--- config.mk ---
export PLATFORM = sky130hd
export DESIGN_NAME = tcw_front
export DESIGN_NICKNAME = d
export VERILOG_FILES = /design/src/design/tcw_pkg.sv /design/src/design/tcw_front.sv
export SDC_FILE = /design/constraint.sdc
export NUM_CORES = 1
export LEC_CHECK = 0
export BUFFER_PORTS_ARGS = -buffer_cell sky130_fd_sc_hd__buf_2
export CORE_MARGIN = 2
export CORE_UTILIZATION = 50
export CTS_CLUSTER_SIZE = 25
export DETAILED_ROUTE_END_ITERATION = 6
export MAX_ROUTING_LAYER = met4
export PLACE_DENSITY_LB_ADDON = 0.1
export RECOVER_POWER = 100
export SLEW_MARGIN = 0
export SYNTH_ARGS = -nofsm -noshare
export SYNTH_HDL_FRONTEND = slang
export SYNTH_SLANG_ARGS = --single-unit
--- constraint.sdc ---
create_clock -name clk -period 3.2 [get_ports clk]
set_input_delay 0.48 -clock clk [delete_from_list [all_inputs] [get_ports clk]]
set_output_delay 0.48 -clock clk [all_outputs]
set_load 0.01 [all_outputs]
--- src/design/tcw_pkg.sv ---
`timescale 1ns / 1ps
// ----------------------------------------------------------------------------
// tcw_pkg
// Shared constants, codes, the queued operation type and the character filter
// for the text console writer.
// ----------------------------------------------------------------------------
package tcw_pkg;

    // default screen geometry
    localparam int COLUMNS_DEF     = 80;
    localparam int ROWS_DEF        = 25;
    localparam int QUEUE_DEPTH_DEF = 2;

    // largest geometry the field widths below must hold
    localparam int ROWS_MAX    = 64;
    localparam int COLUMNS_MAX = 128;
    localparam int ROW_W       = $clog2(ROWS_MAX);
    localparam int COL_W       = $clog2(COLUMNS_MAX);

    // port field widths
    localparam int OUT_ROW_W = 5;
    localparam int OUT_COL_W = 7;
    localparam int BYTE_W    = 8;
    localparam int CELL_W    = 2 * BYTE_W;

    // command codes on the input
    localparam logic [1:0] CMD_PUT  = 2'd0;
    localparam logic [1:0] CMD_CELL = 2'd1;
    localparam logic [1:0] CMD_READ = 2'd2;
    localparam logic [1:0] CMD_NOP  = 2'd3;

    // operation codes handed to the back end
    localparam logic [1:0] OP_NONE  = 2'd0;
    localparam logic [1:0] OP_WRITE = 2'd1;
    localparam logic [1:0] OP_READ  = 2'd2;

    // characters and attributes
    localparam logic [BYTE_W-1:0] CHAR_BLANK   = 8'h20;
    localparam logic [BYTE_W-1:0] CHAR_QMARK   = 8'h3f;
    localparam logic [BYTE_W-1:0] CHAR_NEWLINE = 8'h0a;
    localparam logic [BYTE_W-1:0] COLOR_RESET  = 8'h07;
    localparam logic [CELL_W-1:0] CELL_RESET   = {COLOR_RESET, CHAR_BLANK};

    // one item as the back end carries it out, rows and columns are physical
    typedef struct packed {
        logic [1:0]           kind;
        logic [ROW_W-1:0]     row;
        logic [COL_W-1:0]     col;
        logic [CELL_W-1:0]    cell_data;
        logic                 fill;
        logic [ROW_W-1:0]     fill_row;
        logic [BYTE_W-1:0]    fill_color;
        logic [OUT_ROW_W-1:0] cur_row;
        logic [OUT_COL_W-1:0] cur_col;
    } tcw_op_t;

    // printable set, plus newline, accepted at the cursor
    function automatic logic char_allowed(input logic [BYTE_W-1:0] c);
        return c inside {[8'h61:8'h7a], [8'h41:8'h5a], [8'h30:8'h39],
                         8'h2f, 8'h2a, 8'h2d, 8'h2b, 8'h2e, 8'h0a, 8'h2c,
                         8'h3c, 8'h3e, 8'h3f, 8'h3a, 8'h5f, 8'h22, 8'h3b,
                         8'h27, 8'h21, 8'h5c, 8'h7c, 8'h5b, 8'h5d, 8'h7b,
                         8'h7d, 8'h28, 8'h29, 8'h60, 8'h20};
    endfunction

endpackage

--- src/design/tcw_front.sv ---
`timescale 1ns / 1ps
// ----------------------------------------------------------------------------
// tcw_front
// Accepts items, filters characters, moves the cursor, keeps the scroll base
// and turns each item into one operation on physical rows for the back end.
// ----------------------------------------------------------------------------
module tcw_front
    import tcw_pkg::*;
#(
    parameter int COLUMNS = COLUMNS_DEF,
    parameter int ROWS    = ROWS_DEF
)
(
    input  logic                 clk,
    input  logic                 rst_n,
    input  logic                 start,
    output logic                 busy,
    input  logic [1:0]           cmd,
    input  logic [BYTE_W-1:0]    char_code,
    input  logic [BYTE_W-1:0]    cell_color,
    input  logic [6:0]           pos_x,
    input  logic [4:0]           pos_y,
    input  logic                 cfg_we,
    input  logic [BYTE_W-1:0]    cfg_data,
    input  logic                 q_full,
    input  logic                 clearing,
    output logic                 push,
    output tcw_op_t              push_op
);

    localparam int RW = $clog2(ROWS);
    localparam int CW = $clog2(COLUMNS);

    logic [RW-1:0]     cur_row_reg, cur_row_next;
    logic [CW-1:0]     cur_col_reg, cur_col_next;
    logic [RW-1:0]     base_reg, base_next;
    logic [BYTE_W-1:0] text_color_reg;

    logic [BYTE_W-1:0] ch_f;
    logic [CW:0]       col_inc;
    logic              brk;
    logic              pos_ok;

    // logical row to physical row through the scroll base
    function automatic logic [RW-1:0] phys_row(input logic [RW-1:0] r,
                                               input logic [RW-1:0] b);
        logic [RW:0] s;
        s = {1'b0, r} + {1'b0, b};
        if (s >= (RW+1)'(ROWS))
        begin
            s = s - (RW+1)'(ROWS);
        end
        return s[RW-1:0];
    endfunction

    assign busy = q_full || clearing;
    assign push = start && !busy;

    // classify the item and work out the cursor
    always_comb
    begin
        cur_row_next = cur_row_reg;
        cur_col_next = cur_col_reg;
        base_next    = base_reg;
        brk          = 1'b0;
        ch_f         = char_allowed(char_code) ? char_code : CHAR_QMARK;
        col_inc      = {1'b0, cur_col_reg} + (CW+1)'(1);
        pos_ok       = ({1'b0, pos_x} < 8'(COLUMNS)) && ({2'b00, pos_y} < 7'(ROWS));

        push_op            = '0;
        push_op.kind       = OP_NONE;
        push_op.fill_color = text_color_reg;
        push_op.fill_row   = ROW_W'(base_reg);

        unique case (cmd)
            CMD_PUT:
            begin
                if (ch_f == CHAR_NEWLINE)
                begin
                    brk = 1'b1;
                end
                else
                begin
                    push_op.kind      = OP_WRITE;
                    push_op.row       = ROW_W'(phys_row(cur_row_reg, base_reg));
                    push_op.col       = COL_W'(cur_col_reg);
                    push_op.cell_data = {text_color_reg, ch_f};
                    if (col_inc == (CW+1)'(COLUMNS))
                    begin
                        brk = 1'b1;
                    end
                    else
                    begin
                        cur_col_next = col_inc[CW-1:0];
                    end
                end
            end
            CMD_CELL:
            begin
                if (pos_ok)
                begin
                    push_op.kind      = OP_WRITE;
                    push_op.row       = ROW_W'(phys_row(RW'(pos_y), base_reg));
                    push_op.col       = COL_W'(pos_x);
                    push_op.cell_data = {cell_color, char_code};
                end
            end
            CMD_READ:
            begin
                if (pos_ok)
                begin
                    push_op.kind = OP_READ;
                    push_op.row  = ROW_W'(phys_row(RW'(pos_y), base_reg));
                    push_op.col  = COL_W'(pos_x);
                end
            end
            CMD_NOP:
            begin
                push_op.kind = OP_NONE;
            end
        endcase

        // line break, scrolling by moving the base on the last row
        if (brk)
        begin
            cur_col_next = '0;
            if (cur_row_reg >= RW'(ROWS - 1))
            begin
                cur_row_next = RW'(ROWS - 1);
                push_op.fill = 1'b1;
                base_next    = (base_reg == RW'(ROWS - 1)) ? '0 : base_reg + RW'(1);
            end
            else
            begin
                cur_row_next = cur_row_reg + RW'(1);
            end
        end

        push_op.cur_row = OUT_ROW_W'(cur_row_next);
        push_op.cur_col = OUT_COL_W'(cur_col_next);
    end

    // cursor, base and colour registers
    always_ff @(posedge clk or negedge rst_n)
    begin
        if (!rst_n)
        begin
            cur_row_reg    <= '0;
            cur_col_reg    <= '0;
            base_reg       <= '0;
            text_color_reg <= COLOR_RESET;
        end
        else
        begin
            if (push)
            begin
                cur_row_reg <= cur_row_next;
                cur_col_reg <= cur_col_next;
                base_reg    <= base_next;
            end
            if (cfg_we)
            begin
                text_color_reg <= cfg_data;
            end
        end
    end

    // cursor and base stay on screen
    a_cursor_range: assert property (@(posedge clk) disable iff (!rst_n)
        cur_row_reg < ROWS && base_reg < ROWS && cur_col_reg < COLUMNS)
        else $error("cursor or scroll base off screen");

endmodule

==> results summary <==
The post-synthesis cell count is 324. The number of max-slew violations in the final report came out at 0. Registers take 630.6 um^2. The most frequently used flop master after synthesis is sky130_fd_sc_hd__dfrtp_1.

The minimum setup slack among reg-to-reg paths came out at 1.03 ns. Walking the worst path, the cells encountered are ha_2 -> inv_2 -> fa_2 -> ha_4 -> nand2_4 -> or2_4 -> a31oi_4 -> mux2i_1 -> o22ai_1 -> buf_2. The peak clock frequency supported by timing came out at 315.4 MHz.

In the layout the commonest cells are sky130_fd_sc_hd__buf_2, sky130_fd_sc_hd__clkbuf_1, sky130_fd_sc_hd__nand2_1. For this run, the register share of the synthesized area comes to 23.56%. The number of optimization iterations in the first detailed-route pass came out at 5. In the routed design, unresolved DRC markers number 0. The die covers 0.005944 mm^2. The cell area after technology mapping is 0.002671 mm^2. The final number of hold-violating endpoints came out at 0. The total I/O pin count is 104.

The total of flip-flops plus latches after synthesis is 25. At the pin with the least slew margin, the transition time is 1.330 ns. The core outline area came out at 0.005140 mm^2. The HPWL after detailed placement is 5.644 mm. The overall fraction of global-route tracks in use came out at 25.07%.

The post-synthesis area per instance came out at 8.245 um^2. The max-slew headroom at the worst pin is 11.33%. The critical path is of the flop to output pin type. The worst stage delay on the critical path came out at 0.57 ns.

The cell leakage power is 1.534 nW. Across the run, the number of max-cap violations was 0. TritonCTS built the clock tree. Leaving out fill and tap cells, the most frequent cell in the layout is sky130_fd_sc_hd__buf_2. The root buffer cell chosen for the clock tree is sky130_fd_sc_hd__clkbuf_8.

The detail route stage leaves a number of antenna-violating nets equal to 0. The number of nets in the layout is 498. The number of synthesized flops with an enable pin came out at 0. The detailed router placed 2840 vias in this run. The count of hold buffers inserted by post-cts repair is 0.

The die is 77.10 um wide. The signed area change from the synthesized netlist to the final layout came out at 26.28%. The via count of the first global-routing pass came to 2651. For this run the aggregate overflow at the end of global routing stands at 0. Setup repair after global routing could not meet its margin everywhere. The worst slack on hold paths is 0.4235 ns.

The run finished with clean final reports. 0 antenna diodes ended up in the layout. The final count of negative-setup-slack endpoints came out at 0.

The routed length per instance came out at 14.93 um. Power spread over the standard cell area amounts to 281.3 mW/mm^2. The pin count of the biggest net entering global routing is 26. The H-tree depth is 1. The required time reported for the critical path endpoint came out at 2.72 ns. The floorplan has 26 rows.

The number of warning messages in the yosys log is 0. The clock edge transition at the registers on the reported setup and hold paths came out at 0.10 ns. The worst setup skew after layout came out at 0.01038 ns. Among all stages on the critical path, the largest delay is contributed by sky130_fd_sc_hd__fa_2. The deepest clock path buffer count came out at 2. The clock latency on the worst-skew pair came out at 0.28 ns. The largest fanout of any net on the critical path came out at 6. The multi-input combinational cells in the finished layout cover a total of 0.001997 mm^2. The count of cell types in the netlist is 66. For the worst flop-to-flop path, the logic depth is 6. Along the worst hold path, the cell count comes to 2. The initial standard-cell utilization of the core came out at 51.97%. The final-layout fill cell count is 498.

The routed via count divided by cell count came out at 5.657. Dividing the final minimum period by the clock period gives 99.07%. The arrival time of the worst setup path came out at 2.69 ns. The first-pass GRT wire length came out at 12.00 mm.

The share of flip-flops with an asynchronous set or reset after synthesis is 100.0%. The tightest min-delay check is of the primary input to flop type. The fraction of layout instances using a drive strength above 1 is 26.39%. The height of the chip is 77.10 um. The post-layout worst setup margin came out at 0.02992 ns. The global placement routability congestion came out at 0.9007.

VDD sags by at most 174.9 uV. The startpoint type of the worst setup path is a flop. The number of CTS-inserted buffers came out at 3.

The shortest period the worst path allows is 3.170 ns. Timing analysis after detailed placement gives a worst setup slack of 0.04033 ns. The routed design has 7.494 mm of wire. The initial antenna violation count came out at 0.

The critical path endpoint category is an output pin. In this run, the number of DRC markers left after iteration 0 of detailed routing was 175. At the end of the flow the core is filled with cells to 65.63%. The count of port buffers added during placement is 101. The register with the most flip-flops in the layout has 8 of them. The number of sinks handled by clock tree synthesis is 25.

The sum of negative setup slack is 0 ns.
==> Yosys cell counts (4+ instances only) <==
cell type | count | area [um^2]
sky130_fd_sc_hd__a22o_1 | 16 | 140.1
sky130_fd_sc_hd__buf_2 | 5 | 25.02
sky130_fd_sc_hd__inv_1 | 18 | 67.56
sky130_fd_sc_hd__o21ai_1 | 4 | 20.02
sky130_fd_sc_hd__mux2_2 | 10 | 112.6
sky130_fd_sc_hd__nand2b_1 | 11 | 68.82
sky130_fd_sc_hd__a31oi_1 | 5 | 31.28
sky130_fd_sc_hd__a21oi_1 | 16 | 80.08
sky130_fd_sc_hd__nor3_1 | 7 | 35.03
sky130_fd_sc_hd__dfrtp_1 | 22 | 550.5
sky130_fd_sc_hd__o21ai_0 | 22 | 110.1
sky130_fd_sc_hd__xor2_1 | 6 | 52.55
sky130_fd_sc_hd__o31ai_1 | 4 | 30.03
sky130_fd_sc_hd__ha_1 | 19 | 237.7
sky130_fd_sc_hd__o22ai_1 | 4 | 25.02
sky130_fd_sc_hd__or2_2 | 5 | 31.28
sky130_fd_sc_hd__and3_1 | 5 | 31.28
sky130_fd_sc_hd__a21o_1 | 10 | 75.07
sky130_fd_sc_hd__nand2_1 | 27 | 101.4
sky130_fd_sc_hd__nand3_1 | 14 | 70.07
sky130_fd_sc_hd__nor2_1 | 22 | 82.58
==> metal layers <==
| metal | vias to the layer above | GRT usage (%) | share of wire [%] |
|---|---|---|---|
| met1 | 1346 | 30.42 | 42 |
| met4 | 0 | 4.286 | 1.0 |
| met3 | 9 | 3.294 | 5.0 |
| met5 | - | - | 0 |
| met2 | 77 | 45.18 | 52 |
| li1 | 1408 | - | - |
==> worst max-delay path, delay by kind of cell (launching register included) <==
family          cells  cell delay, ns
flops               1            0.43
compound gates      2            0.35
simple gates        2            0.29
fa+ha+maj           3            0.94
buf+inv             2            0.19
mux                 1            0.22
==> repair_timing <==
item / 4_1_cts / 5_1_grt
resized for setup: 17 / 6
buffers inserted: 5 / 0
pin swaps: 10 / 7
endpoints found under the setup margin: 4 / 5
cloned: 0 / 0
==> kinds of logic (layout without fill, tap and decap cells) <==
kind of cell | count (synthesis) | count (layout) | share of synthesized area [%]
flops | 25 | 25 | 23.56
buf+inv | 30 | 137 | 5.011
other cells | 1 | 2 | 0.1404
compound gates | 111 | 111 | 29.65
fa+ha+maj | 21 | 21 | 10.40
simple gates | 112 | 112 | 22.11
xor+xnor | 9 | 9 | 2.951
mux | 15 | 15 | 6.183
==> where the power goes <==
part	switching, W	internal [W]
Sequential	0.0000491	0.000344
Combinational	0.000200	0.000158
Clock	0.000109	0.0000885
==> path summary, 6_finish.rpt <==
kind | endpoint | startpoint
hold / removal | text_color_reg[6] | cfg_data[6]
hold reg to reg | text_color_reg[3] | text_color_reg[3]
setup reg to reg | cur_row_reg[3] | cur_col_reg[0]
min in group asynchronous | cur_col_reg[0] | rst_n
max in group asynchronous | base_reg[1] | rst_n
setup / recovery | push_op[51] | base_reg[0]
==> through the flow <==
step	power (W)	instance area (um^2)	std cells
global route	0.001011	3373	502
global placement	0.0007503	3269	493
detailed placement	0.0007583	3269	493
finish	0.0009487	3373	502
floorplan	0.0006183	2675	325
CTS	0.0009630	3423	502
==> area by class of cell <==
| cell class | count | share of cell area, % |
|---|---|---|
| Tap cell | 70 | 2.596 |
| Sequential cell | 25 | 18.69 |
| Inverter | 18 | 2.003 |
| Clock inverter | 1 | 0.2226 |
| Multi-Input combinational cell | 270 | 59.20 |
| Timing Repair Buffer | 115 | 16.06 |
| Clock buffer | 3 | 1.224 |
Note: power is estimated with default switching activity, not from simulation.
