===== src/design/tcw_pkg.sv =====
`timescale 1ns / 1ps
// ----------------------------------------------------------------------------
// tcw_pkg
// Shared constants, codes, the queued operation type and the character filter
// for the text console writer.
// ----------------------------------------------------------------------------
package tcw_pkg;

    // default screen geometry
    localparam int COLUMNS_DEF     = 80;
    localparam int ROWS_DEF        = 25;
    localparam int QUEUE_DEPTH_DEF = 2;

    // largest geometry the field widths below must hold
    localparam int ROWS_MAX    = 64;
    localparam int COLUMNS_MAX = 128;
    localparam int ROW_W       = $clog2(ROWS_MAX);
    localparam int COL_W       = $clog2(COLUMNS_MAX);

    // port field widths
    localparam int OUT_ROW_W = 5;
    localparam int OUT_COL_W = 7;
    localparam int BYTE_W    = 8;
    localparam int CELL_W    = 2 * BYTE_W;

    // command codes on the input
    localparam logic [1:0] CMD_PUT  = 2'd0;
    localparam logic [1:0] CMD_CELL = 2'd1;
    localparam logic [1:0] CMD_READ = 2'd2;
    localparam logic [1:0] CMD_NOP  = 2'd3;

    // operation codes handed to the back end
    localparam logic [1:0] OP_NONE  = 2'd0;
    localparam logic [1:0] OP_WRITE = 2'd1;
    localparam logic [1:0] OP_READ  = 2'd2;

    // characters and attributes
    localparam logic [BYTE_W-1:0] CHAR_BLANK   = 8'h20;
    localparam logic [BYTE_W-1:0] CHAR_QMARK   = 8'h3f;
    localparam logic [BYTE_W-1:0] CHAR_NEWLINE = 8'h0a;
    localparam logic [BYTE_W-1:0] COLOR_RESET  = 8'h07;
    localparam logic [CELL_W-1:0] CELL_RESET   = {COLOR_RESET, CHAR_BLANK};

    // one item as the back end carries it out, rows and columns are physical
    typedef struct packed {
        logic [1:0]           kind;
        logic [ROW_W-1:0]     row;
        logic [COL_W-1:0]     col;
        logic [CELL_W-1:0]    cell_data;
        logic                 fill;
        logic [ROW_W-1:0]     fill_row;
        logic [BYTE_W-1:0]    fill_color;
        logic [OUT_ROW_W-1:0] cur_row;
        logic [OUT_COL_W-1:0] cur_col;
    } tcw_op_t;

    // printable set, plus newline, accepted at the cursor
    function automatic logic char_allowed(input logic [BYTE_W-1:0] c);
        return c inside {[8'h61:8'h7a], [8'h41:8'h5a], [8'h30:8'h39],
                         8'h2f, 8'h2a, 8'h2d, 8'h2b, 8'h2e, 8'h0a, 8'h2c,
                         8'h3c, 8'h3e, 8'h3f, 8'h3a, 8'h5f, 8'h22, 8'h3b,
                         8'h27, 8'h21, 8'h5c, 8'h7c, 8'h5b, 8'h5d, 8'h7b,
                         8'h7d, 8'h28, 8'h29, 8'h60, 8'h20};
    endfunction

endpackage


===== src/design/tcw_queue.sv =====
`timescale 1ns / 1ps
// ----------------------------------------------------------------------------
// tcw_queue
// Short first-in first-out queue of operations between front and back end.
// ----------------------------------------------------------------------------
module tcw_queue
    import tcw_pkg::*;
#(
    parameter int DEPTH = QUEUE_DEPTH_DEF
)
(
    input  logic    clk,
    input  logic    rst_n,
    input  logic    push,
    input  tcw_op_t push_op,
    input  logic    pop,
    output logic    full,
    output logic    valid,
    output tcw_op_t head
);

    localparam int PW   = (DEPTH > 1) ? $clog2(DEPTH) : 1;
    localparam int CNTW = $clog2(DEPTH + 1);

    tcw_op_t         slot_reg [DEPTH];
    logic [PW-1:0]   wr_ptr_reg, wr_ptr_next;
    logic [PW-1:0]   rd_ptr_reg, rd_ptr_next;
    logic [CNTW-1:0] count_reg, count_next;

    assign valid = (count_reg != '0);
    assign full  = (count_reg == CNTW'(DEPTH));
    assign head  = slot_reg[rd_ptr_reg];

    // pointer and fill level
    always_comb
    begin
        wr_ptr_next = wr_ptr_reg;
        rd_ptr_next = rd_ptr_reg;
        count_next  = count_reg;
        if (push)
        begin
            wr_ptr_next = (wr_ptr_reg == PW'(DEPTH - 1)) ? '0 : wr_ptr_reg + PW'(1);
        end
        if (pop)
        begin
            rd_ptr_next = (rd_ptr_reg == PW'(DEPTH - 1)) ? '0 : rd_ptr_reg + PW'(1);
        end
        if (push && !pop)
        begin
            count_next = count_reg + CNTW'(1);
        end
        else if (pop && !push)
        begin
            count_next = count_reg - CNTW'(1);
        end
    end

    always_ff @(posedge clk or negedge rst_n)
    begin
        if (!rst_n)
        begin
            wr_ptr_reg <= '0;
            rd_ptr_reg <= '0;
            count_reg  <= '0;
        end
        else
        begin
            wr_ptr_reg <= wr_ptr_next;
            rd_ptr_reg <= rd_ptr_next;
            count_reg  <= count_next;
        end
    end

    // slot storage
    always_ff @(posedge clk)
    begin
        if (push)
        begin
            slot_reg[wr_ptr_reg] <= push_op;
        end
    end

    // the front never pushes into a full queue
    a_no_overflow: assert property (@(posedge clk) disable iff (!rst_n)
        push |-> !full)
        else $error("push into full queue");

endmodule


===== config.mk =====
export PLATFORM = sky130hd
export DESIGN_NAME = tcw_queue
export DESIGN_NICKNAME = d
export VERILOG_FILES = /design/src/design/tcw_pkg.sv /design/src/design/tcw_queue.sv
export SDC_FILE = /design/constraint.sdc
export NUM_CORES = 1
export LEC_CHECK = 0
export BUFFER_PORTS_ARGS = -buffer_cell sky130_fd_sc_hd__buf_2
export CAP_MARGIN = 10
export CORE_MARGIN = 4
export CORE_UTILIZATION = 45
export CTS_CLUSTER_SIZE = 14
export DETAILED_ROUTE_END_ITERATION = 6
export GPL_ROUTABILITY_DRIVEN = 0
export PLACE_DENSITY = 0.73
export SLEW_MARGIN = 40
export SYNTH_ARGS = -nofsm -noshare
export SYNTH_HDL_FRONTEND = slang
export SYNTH_SLANG_ARGS = --single-unit

===== constraint.sdc =====
create_clock -name clk -period 4.9 [get_ports clk]
set_input_delay 1.47 -clock clk [delete_from_list [all_inputs] [get_ports clk]]
set_output_delay 1.47 -clock clk [all_outputs]
set_load 0.02 [all_outputs]

==> results.sh, run 1 <==
export IMPL_ios=122
export IMPL_rows=35
export IMPL_io_buffers=121
export IMPL_grt_ovfl_total=0
export IMPL_cts_hold_buffers=0
export IMPL_track_usage_pct=14.7
export IMPL_htree_levels=4
export IMPL_setup_violations=0
export IMPL_synth_area_per_cell_um2=22.4
export IMPL_crit_path_cell_trace="buf_6, mux2_2, buf_2"
export IMPL_via_per_inst=4.75
export IMPL_worstSetupPathType="reg2out"
export IMPL_area_delta_synth_final_pct=30.5
export IMPL_status="completed"
export IMPL_clk_latency_ns=0.49
export IMPL_period_needed_ns=3.39
export IMPL_p_per_area_nw_per_um2=639
export IMPL_pre_cts_slack_ns=1.79
export IMPL_finClkSkew_ns=0.00859
export IMPL_nets=397
export IMPL_die_h_um=107
export IMPL_worst_pin_slew_ns=0.663
export IMPL_ys_warn_count=0
export IMPL_rsz0062_at_grt="false"
export IMPL_core_um2=9420
export IMPL_finalWirelength_mm=7.98
export IMPL_finalHoldViolCount=0
export IMPL_yosysSeqAreaShare_pct=81.1
export IMPL_min_period_over_period_pct=69.2
export IMPL_r2r_slack_ns=2.95
export IMPL_synth_area_um2=4420
export IMPL_crit_start="rd_ptr_reg$_DFFE_PN0P_"
export IMPL_worstPathMaxFanout=59
export IMPL_initial_core_util_pct=47.0
export IMPL_max_stage_delay_ns=0.48
export IMPL_synth_area_leaders="edfxtp_1 (79%), mux2_2 (12%), mux2_4 (3.4%)"
export IMPL_cts_buffers=17
export IMPL_placed_area_um2=5170
export IMPL_dieWidth_um=107
export IMPL_hold_path_class="reg2reg"
export IMPL_synth_cells=197
export IMPL_synth_top_area_share_pct=78.8
export IMPL_cap_violations=0
export IMPL_synth_top_area_cell="edfxtp_1"
export IMPL_drive_gt1_share_pct=62.5
export IMPL_cts_resized=0
export IMPL_finalWorstSetupSlack_ns=1.51
export IMPL_seqCellArea_um2=3580
export IMPL_drtPass1Iterations=6
export IMPL_startpoint_type="flop"
export IMPL_power_uw=3680
export IMPL_synth_seq_cells=120
export IMPL_multi_input_comb_area_um2=785
export IMPL_stdcell_area_um2=5770
export IMPL_endpoint_kind="output port"
export IMPL_grt_pass1_vias=2495
export IMPL_grt_pass1_wl_mm=12.7
export IMPL_rr_worst_depth=2
export IMPL_tritoncts="done"
export IMPL_critPathRequiredTime_ns=3.43
export IMPL_post_route_drc_count=0
export IMPL_largest_reg_flops=116
export IMPL_fmax_mhz=295
export IMPL_hpwl_mm=5.14
export IMPL_grt_max_degree=60
export IMPL_cpMaxStageDelayCell="buf_6"
export IMPL_drtAntennaViolNets=0
export IMPL_r2r_start="wr_ptr_reg$_DFFE_PN0P_"
export IMPL_routedWlPerCell_um=16.8
export IMPL_root_buffer="clkbuf_8"
export IMPL_fillers=742
export IMPL_final_util_pct=61.3
export IMPL_diodes=0
export IMPL_postCtsSetupBuffers=0
export IMPL_antenna_found_initial=0
export IMPL_peakVddDrop_v=0.000307
export IMPL_clk_pin_slew_ns=0.05
export IMPL_slew_headroom_pct=55.8
export IMPL_drtIter0Drc=74
export IMPL_worstPathArrival_ns=1.92
export IMPL_r2r_end="slot_reg[1][21]$_DFFE_PP_"
export IMPL_cp_endpoint="head[55]"
export IMPL_cts_num_sinks=120
export IMPL_cts_buffer_depth=2
export IMPL_die_area_um2=11500
export IMPL_p_leak_uw=0.00225
export IMPL_synth_nets=260
export IMPL_vias=2259
export IMPL_worstHoldPathCells=1
export IMPL_synth_cell_types=15
export IMPL_drv_slew=0
export IMPL_fin_setup_tns_ns=0
Yosys cell counts:
cell        n
inv_1       1
and2_1      1
xor2_1      4
mux2_2     48
buf_2       4
ha_1        1
buf_8       1
nor2_1      1
xnor2_1     1
buf_6       2
edfxtp_1  116
nor2b_1     2
dfrtp_1     4
or2_2       1
mux2_4     10
how the worst min path moves through the flow:
| stage | from | to | slack (ns) |
|---|---|---|---|
| global placement | count_reg[1]$_DFFE_PN0P_ | count_reg[1]$_DFFE_PN0P_ | 0.47 |
| finish | count_reg[1]$_DFFE_PN0P_ | count_reg[1]$_DFFE_PN0P_ | 0.48 |
| floorplan | count_reg[1]$_DFFE_PN0P_ | count_reg[1]$_DFFE_PN0P_ | 0.45 |
| CTS | count_reg[1]$_DFFE_PN0P_ | count_reg[1]$_DFFE_PN0P_ | 0.48 |
| global route | count_reg[1]$_DFFE_PN0P_ | count_reg[1]$_DFFE_PN0P_ | 0.52 |
| detailed placement | count_reg[1]$_DFFE_PN0P_ | count_reg[1]$_DFFE_PN0P_ | 0.48 |
area by class of cell:
cell class                 count  area share [%]
multi-input combinational     69            13.6
clock inverter                 7            1.58
inverter                       1          0.0651
sequential                   120            62.1
clock buffer                  25            8.74
timing repair buffer         125            11.1
tap                          129            2.80
kinds of logic after synthesis:
family / count (synthesis) / share of synthesized area (%)
xor+xnor: 5 / 0.991
flops: 120 / 81.1
mux: 58 / 15.6
simple gates: 5 / 0.651
fa+ha+maj: 1 / 0.283
buf+inv: 8 / 1.39
cells in the final DEF (no fill, tap or decap):
| master | n |
|---|---|
| nor2b_1 | 1 |
| clkinv_4 | 1 |
| dfrtp_2 | 1 |
| clkbuf_16 | 16 |
| inv_1 | 1 |
| clkbuf_1 | 2 |
| nor2b_4 | 1 |
| clkinv_2 | 3 |
| bufinv_16 | 2 |
| mux2_4 | 10 |
| xnor2_1 | 1 |
| edfxtp_1 | 116 |
| buf_2 | 121 |
| buf_4 | 3 |
| or2_2 | 1 |
| clkinvlp_4 | 1 |
| mux2_2 | 48 |
| nor2_1 | 1 |
| xor2_1 | 4 |
| ha_1 | 1 |
| and2_2 | 1 |
| clkbuf_8 | 7 |
| buf_6 | 1 |
| dfrtp_1 | 3 |
worst max-delay path, delay by kind of cell, from the launching register on:
family                 cells  cell delay (ns)
buffers and inverters      2             0.65
multiplexers               1             0.40
flip-flops                 1             0.35
metrics by stage:
| stage | hold slack, ns | cells |
|---|---|---|
| after floorplan | 0.447 | 197 |
| after global placement | 0.472 | 444 |
| after detailed placement | 0.476 | 444 |
| after CTS | 0.484 | 476 |
| after global routing | 0.517 | 476 |
| final | 0.481 | 476 |
per-layer routing:
metal / up-vias / global-route usage (%) / wire length, um
li1: 1047 / - / -
met4: 0 / 4.66 / 21
met3: 2 / 6.44 / 578
met2: 80 / 24.8 / 4130
met1: 1130 / 16.8 / 3240
met5: - / 0 / 0
where the power goes:
| part | leakage [uW] | internal (uW) | total [uW] | switching [uW] |
|---|---|---|---|---|
| registers | 0.00113 | 1370 | 1420 | 53.6 |
| logic | 0.000819 | 428 | 1060 | 633 |
| clock network | 0.000294 | 803 | 1200 | 401 |
(Power assumes the default switching activity.)
==> run 2, diff against run 1 <==
PLACE_DENSITY = 0.76   (was 0.73)
clock period = 3 ns   (was 4.9 ns; I/O delays follow)
==> run 2 against run 1 <==
First-iteration DRC count is 8.1% lower. Flip-flop and latch count did not move. Sequential share of layout area is 1.1 points lower. Sequential power increased by 67%. Wire length fell by 1.3%. Final area up 1.7%. Critical endpoint is now head[49]. Setup slack lost 1.4 ns.
==> results.sh, run 2 (synthesis results as in run 1) <==
export IMPL_drtIter0Drc=68
export IMPL_grt_pass1_wl_mm=12.3
export IMPL_drv_slew=0
export IMPL_peakVddDrop_v=0.000543
export IMPL_power_internal_uw=4490
export IMPL_via_per_inst=4.67
export IMPL_drive_gt1_share_pct=62.5
export IMPL_fmax_mhz=346
export IMPL_core_um2=9420
export IMPL_p_leak_uw=0.00228
export IMPL_root_buffer="clkbuf_8"
export IMPL_status="completed"
export IMPL_die_area_um2=11500
export IMPL_tritoncts="done"
export IMPL_hold_path_class="in2async"
export IMPL_antenna_found_initial=1
export IMPL_worstPathMaxFanout=23
export IMPL_grt_pass1_vias=2444
export IMPL_critPathRequiredTime_ns=2.10
export IMPL_comb_power_share_pct=27.6
export IMPL_rsz0062_at_grt="false"
export IMPL_worstPathArrival_ns=1.99
export IMPL_routedWlPerCell_um=16.5
export IMPL_dieWidth_um=107
export IMPL_endpoint_kind="output port"
export IMPL_startpoint_type="flop"
export IMPL_diodes=0
export IMPL_cts_num_sinks=120
export IMPL_area_delta_synth_final_pct=32.8
export IMPL_drtAntennaViolNets=0
export IMPL_switching_power_uw=1810
export IMPL_final_cell_mix="buf_2 (121), edfxtp_1 (116), mux2_2 (48)"
export IMPL_clk_latency_ns=0.50
export IMPL_fin_setup_tns_ns=0
export IMPL_worstSetupPathType="reg2out"
export IMPL_worst_pin_slew_ns=0.515
export IMPL_multi_input_comb_area_um2=785
export IMPL_hold_slack_ns=0.207
export IMPL_finClkSkew_ns=0.00563
export IMPL_htree_levels=4
export IMPL_setup_violations=0
export IMPL_seqCellArea_um2=3580
export IMPL_largest_reg_flops=116
export IMPL_min_period_over_period_pct=96.3
export IMPL_hpwl_mm=5.23
export IMPL_slew_headroom_pct=65.7
export IMPL_p_clk_share_pct=34.7
export IMPL_fillers=689
export IMPL_nets=399
export IMPL_cts_buffer_depth=2
export IMPL_finalWirelength_mm=7.87
export IMPL_stdcell_area_um2=5870
export IMPL_p_seq_share_pct=37.6
export IMPL_vias=2234
export IMPL_finalHoldViolCount=0
export IMPL_post_route_drc_count=0
export IMPL_rows=35
export IMPL_cts_buffers=17
export IMPL_clk_pin_slew_ns=0.05
export IMPL_die_h_um=107
export IMPL_grt_max_degree=37
export IMPL_ios=122
export IMPL_period_needed_ns=2.89
export IMPL_p_sw_share_pct=28.8
export IMPL_cts_hold_buffers=0
export IMPL_io_buffers=121
export IMPL_final_common_cell="buf_2"
export IMPL_track_usage_pct=14.2
export IMPL_postCtsSetupBuffers=0
export IMPL_cap_violations=0
export IMPL_drtPass1Iterations=4
export IMPL_grt_ovfl_total=0
export IMPL_placed_area_um2=5220
export IMPL_cts_resized=0
export IMPL_p_per_area_nw_per_um2=1070
export IMPL_initial_core_util_pct=47.0
[run 2: path summary, 6_finish.rpt]
path | depth (start not counted) | to | slack (ns) | from
min reg2reg | 1 | count_reg[1]$_DFFE_PN0P_ | 0.48 | count_reg[1]$_DFFE_PN0P_
max in group asynchronous | 1 | rd_ptr_reg$_DFFE_PN0P_ | 2.65 | rst_n
max | 3 | head[49] | 0.11 | rd_ptr_reg$_DFFE_PN0P_
max reg2reg | 2 | slot_reg[1][1]$_DFFE_PP_ | 1.42 | wr_ptr_reg$_DFFE_PN0P_
min | 1 | count_reg[0]$_DFFE_PN0P_ | 0.21 | rst_n
min in group clk | 1 | count_reg[1]$_DFFE_PN0P_ | 0.48 | count_reg[1]$_DFFE_PN0P_
[run 2: layout make-up]
type,count,share of cell area (%)
Sequential cell,120,61.1
Multi-Input combinational cell,69,13.4
Timing Repair Buffer,127,11.7
Clock buffer,18,7.12
Clock inverter,14,3.90
Tap cell,129,2.75
Inverter,1,0.0640
[run 2: per-stage QoR]
| stage | total power, uW | instances | worst slack, ns | utilization [%] |
|---|---|---|---|---|
| floorplan | 3610 | 197 | 0.145 | - |
| global placement | 4160 | 446 | 0.608 | 55.5 |
| detailed placement | 4180 | 446 | 0.597 | 55.5 |
| CTS | 6390 | 478 | 0.0553 | 62.3 |
| global route | 6590 | 478 | 0.0135 | 62.3 |
| finish | 6300 | 478 | 0.112 | 62.3 |
[run 2: metal layers]
| layer | GRT usage [%] | vias up | part of all wire [%] |
|---|---|---|---|
| met4 | 4.66 | 2 | 0.39 |
| met5 | 0 | - | 0.17 |
| met3 | 6.08 | 6 | 7.0 |
| met2 | 23.0 | 84 | 51 |
| met1 | 17.3 | 1087 | 41 |
| li1 | - | 1055 | - |
[run 2: power groups by stage]
stage / combinational [uW] / sequential, uW / clock (uW)
after floorplan: 1280 / 2330 / 0
after global placement: 1770 / 2390 / 0
after detailed placement: 1770 / 2410 / 0
after CTS: 1780 / 2380 / 2240
after global routing: 1860 / 2410 / 2320
final: 1740 / 2370 / 2190
[run 2: worst max-delay path: stages (launching register included)]
cell     delay, ns
dfrtp_2       0.69
buf_12        0.26
mux2_2        0.37
buf_2         0.16
==> run 3, diff against run 2 <==
CORE_UTILIZATION = 30   (was 45)
PLACE_DENSITY = 0.56   (was 0.76)
==> run 3 against run 2 <==
Utilization is 21 points lower. Non-clock buffer count is 1 lower. Sequential share of layout area is 0.50 points lower. Via count is 1.2% higher. Final cell count is 11% higher. Total power is 0.60% lower. Critical path depth stayed put. Worst hold slack better by 0.093 ns. Clock skew is 0.00085 ns lower. Count of clock-buffer cells in the layout stayed put. First-iteration DRC count is 79% higher. Flip-flop and latch count stayed put.
==> results.sh, run 3 (synthesis results as in run 1) <==
export IMPL_cts_num_sinks=120
export IMPL_track_usage_pct=10.4
export IMPL_gr_usage_met1_pct=11.9
export IMPL_worst_pin_slew_ns=0.619
export IMPL_cts_buffer_depth=2
export IMPL_status="completed"
export IMPL_fin_setup_tns_ns=0
export IMPL_p_per_area_nw_per_um2=1060
export IMPL_rsz0062_at_grt="false"
export IMPL_tritoncts="done"
export IMPL_seqCellArea_um2=3580
export IMPL_root_buffer="clkbuf_16"
export IMPL_hpwl_mm=5.31
export IMPL_die_area_um2=16700
export IMPL_finalHoldViolCount=0
export IMPL_drtAntennaViolNets=0
export IMPL_die_h_um=129
export IMPL_instances_no_fill=532
export IMPL_dieWidth_um=129
export IMPL_rows=44
export IMPL_use_met2_pct=16.7
export IMPL_slew_headroom_pct=58.8
export IMPL_grt_pass1_wl_mm=12.7
export IMPL_worstPathMaxFanout=59
export IMPL_via_per_inst=4.25
export IMPL_grt_ovfl_total=0
export IMPL_nets=398
export IMPL_worstPathArrival_ns=1.69
export IMPL_htree_levels=4
export IMPL_startpoint_type="flop"
export IMPL_core_um2=14500
export IMPL_hold_path_class="in2async"
export IMPL_routedWlPerCell_um=15.8
export IMPL_final_common_cell="buf_2"
export IMPL_busiest_layer="met2"
export IMPL_cts_resized=0
export IMPL_grt_pass1_vias=2465
export IMPL_post_route_drc_count=0
export IMPL_fillers=1328
export IMPL_cap_violations=0
export IMPL_endpoint_kind="output port"
export IMPL_final_cell_mix="buf_2 (121), edfxtp_1 (116), mux2_2 (48)"
export IMPL_dp_cells=500
export IMPL_peakVddDrop_v=0.000474
export IMPL_initial_core_util_pct=30.5
export IMPL_drv_slew=0
export IMPL_io_buffers=121
export IMPL_diodes=0
export IMPL_fmax_mhz=386
export IMPL_area_delta_synth_final_pct=33.9
export IMPL_finalWirelength_mm=8.38
export IMPL_postCtsSetupBuffers=0
export IMPL_period_needed_ns=2.59
export IMPL_drive_gt1_share_pct=62.4
export IMPL_ios=122
export IMPL_drtIter0Drc=122
export IMPL_clk_pin_slew_ns=0.05
export IMPL_cts_hold_buffers=0
export IMPL_antenna_found_initial=0
export IMPL_use_met3_pct=4.74
export IMPL_setup_violations=0
export IMPL_finClkSkew_ns=0.00479
export IMPL_grt_max_degree=60
export IMPL_clk_latency_ns=0.40
export IMPL_drtPass1Iterations=4
export IMPL_worstSetupPathType="reg2out"
export IMPL_cts_buffers=17
export IMPL_p_leak_uw=0.00226
export IMPL_largest_reg_flops=116
export IMPL_multi_input_comb_area_um2=785
export IMPL_critPathRequiredTime_ns=2.10
export IMPL_min_period_over_period_pct=86.4
export IMPL_vias=2260
run 3: worst max-delay path, cell delays in order (launching register included):
cell	delay, ns
dfrtp_2	0.37
buf_12	0.33
mux2_2	0.40
buf_2	0.16
run 3: final cells by class:
| type | count | area share [%] |
|---|---|---|
| sequential | 120 | 60.6 |
| tap | 184 | 3.89 |
| multi-input combinational | 69 | 13.3 |
| inverter | 1 | 0.0634 |
| timing repair buffer | 126 | 11.5 |
| clock inverter | 14 | 3.47 |
| clock buffer | 18 | 7.25 |
run 3: power by group:
part | internal [uW] | switching, uW | total [uW] | leakage [uW]
combinational | 737 | 1060 | 1790 | 0.000834
sequential | 2230 | 85.5 | 2320 | 0.00113
clock | 1460 | 695 | 2160 | 0.000293
total | 4430 | 1840 | 6260 | 0.00226
run 3: stage by stage:
stage	cell area [um^2]	util [%]	total power, uW	hold slack (ns)	worst slack [ns]
global route	5920	40.9	6580	0.279	0.326
detailed placement	5280	36.5	4190	0.478	0.756
finish	5920	40.9	6260	0.300	0.408
global placement	5280	36.5	4170	0.462	0.762
floorplan	4420	-	3610	0.447	0.145
CTS	5920	40.9	6390	0.272	0.363
run 3: final timing paths:
kind | start | cells past startpoint | endpoint | slack, ns
setup / recovery | rd_ptr_reg$_DFFE_PN0P_ | 3 | head[45] | 0.41
hold / removal | rst_n | 1 | count_reg[1]$_DFFE_PN0P_ | 0.30
setup reg to reg | wr_ptr_reg$_DFFE_PN0P_ | 2 | slot_reg[1][48]$_DFFE_PP_ | 1.43
hold reg to reg | count_reg[1]$_DFFE_PN0P_ | 1 | count_reg[1]$_DFFE_PN0P_ | 0.49
max in group asynchronous | rst_n | 1 | rd_ptr_reg$_DFFE_PN0P_ | 2.56
min in group clk | count_reg[1]$_DFFE_PN0P_ | 1 | count_reg[1]$_DFFE_PN0P_ | 0.49
run 3: metal layers:
metal / routed length (um) / part of all wire (%)
met5: 0 / 0
met4: 167 / 2.0
met3: 597 / 7.1
met2: 4150 / 50
met1: 3460 / 41
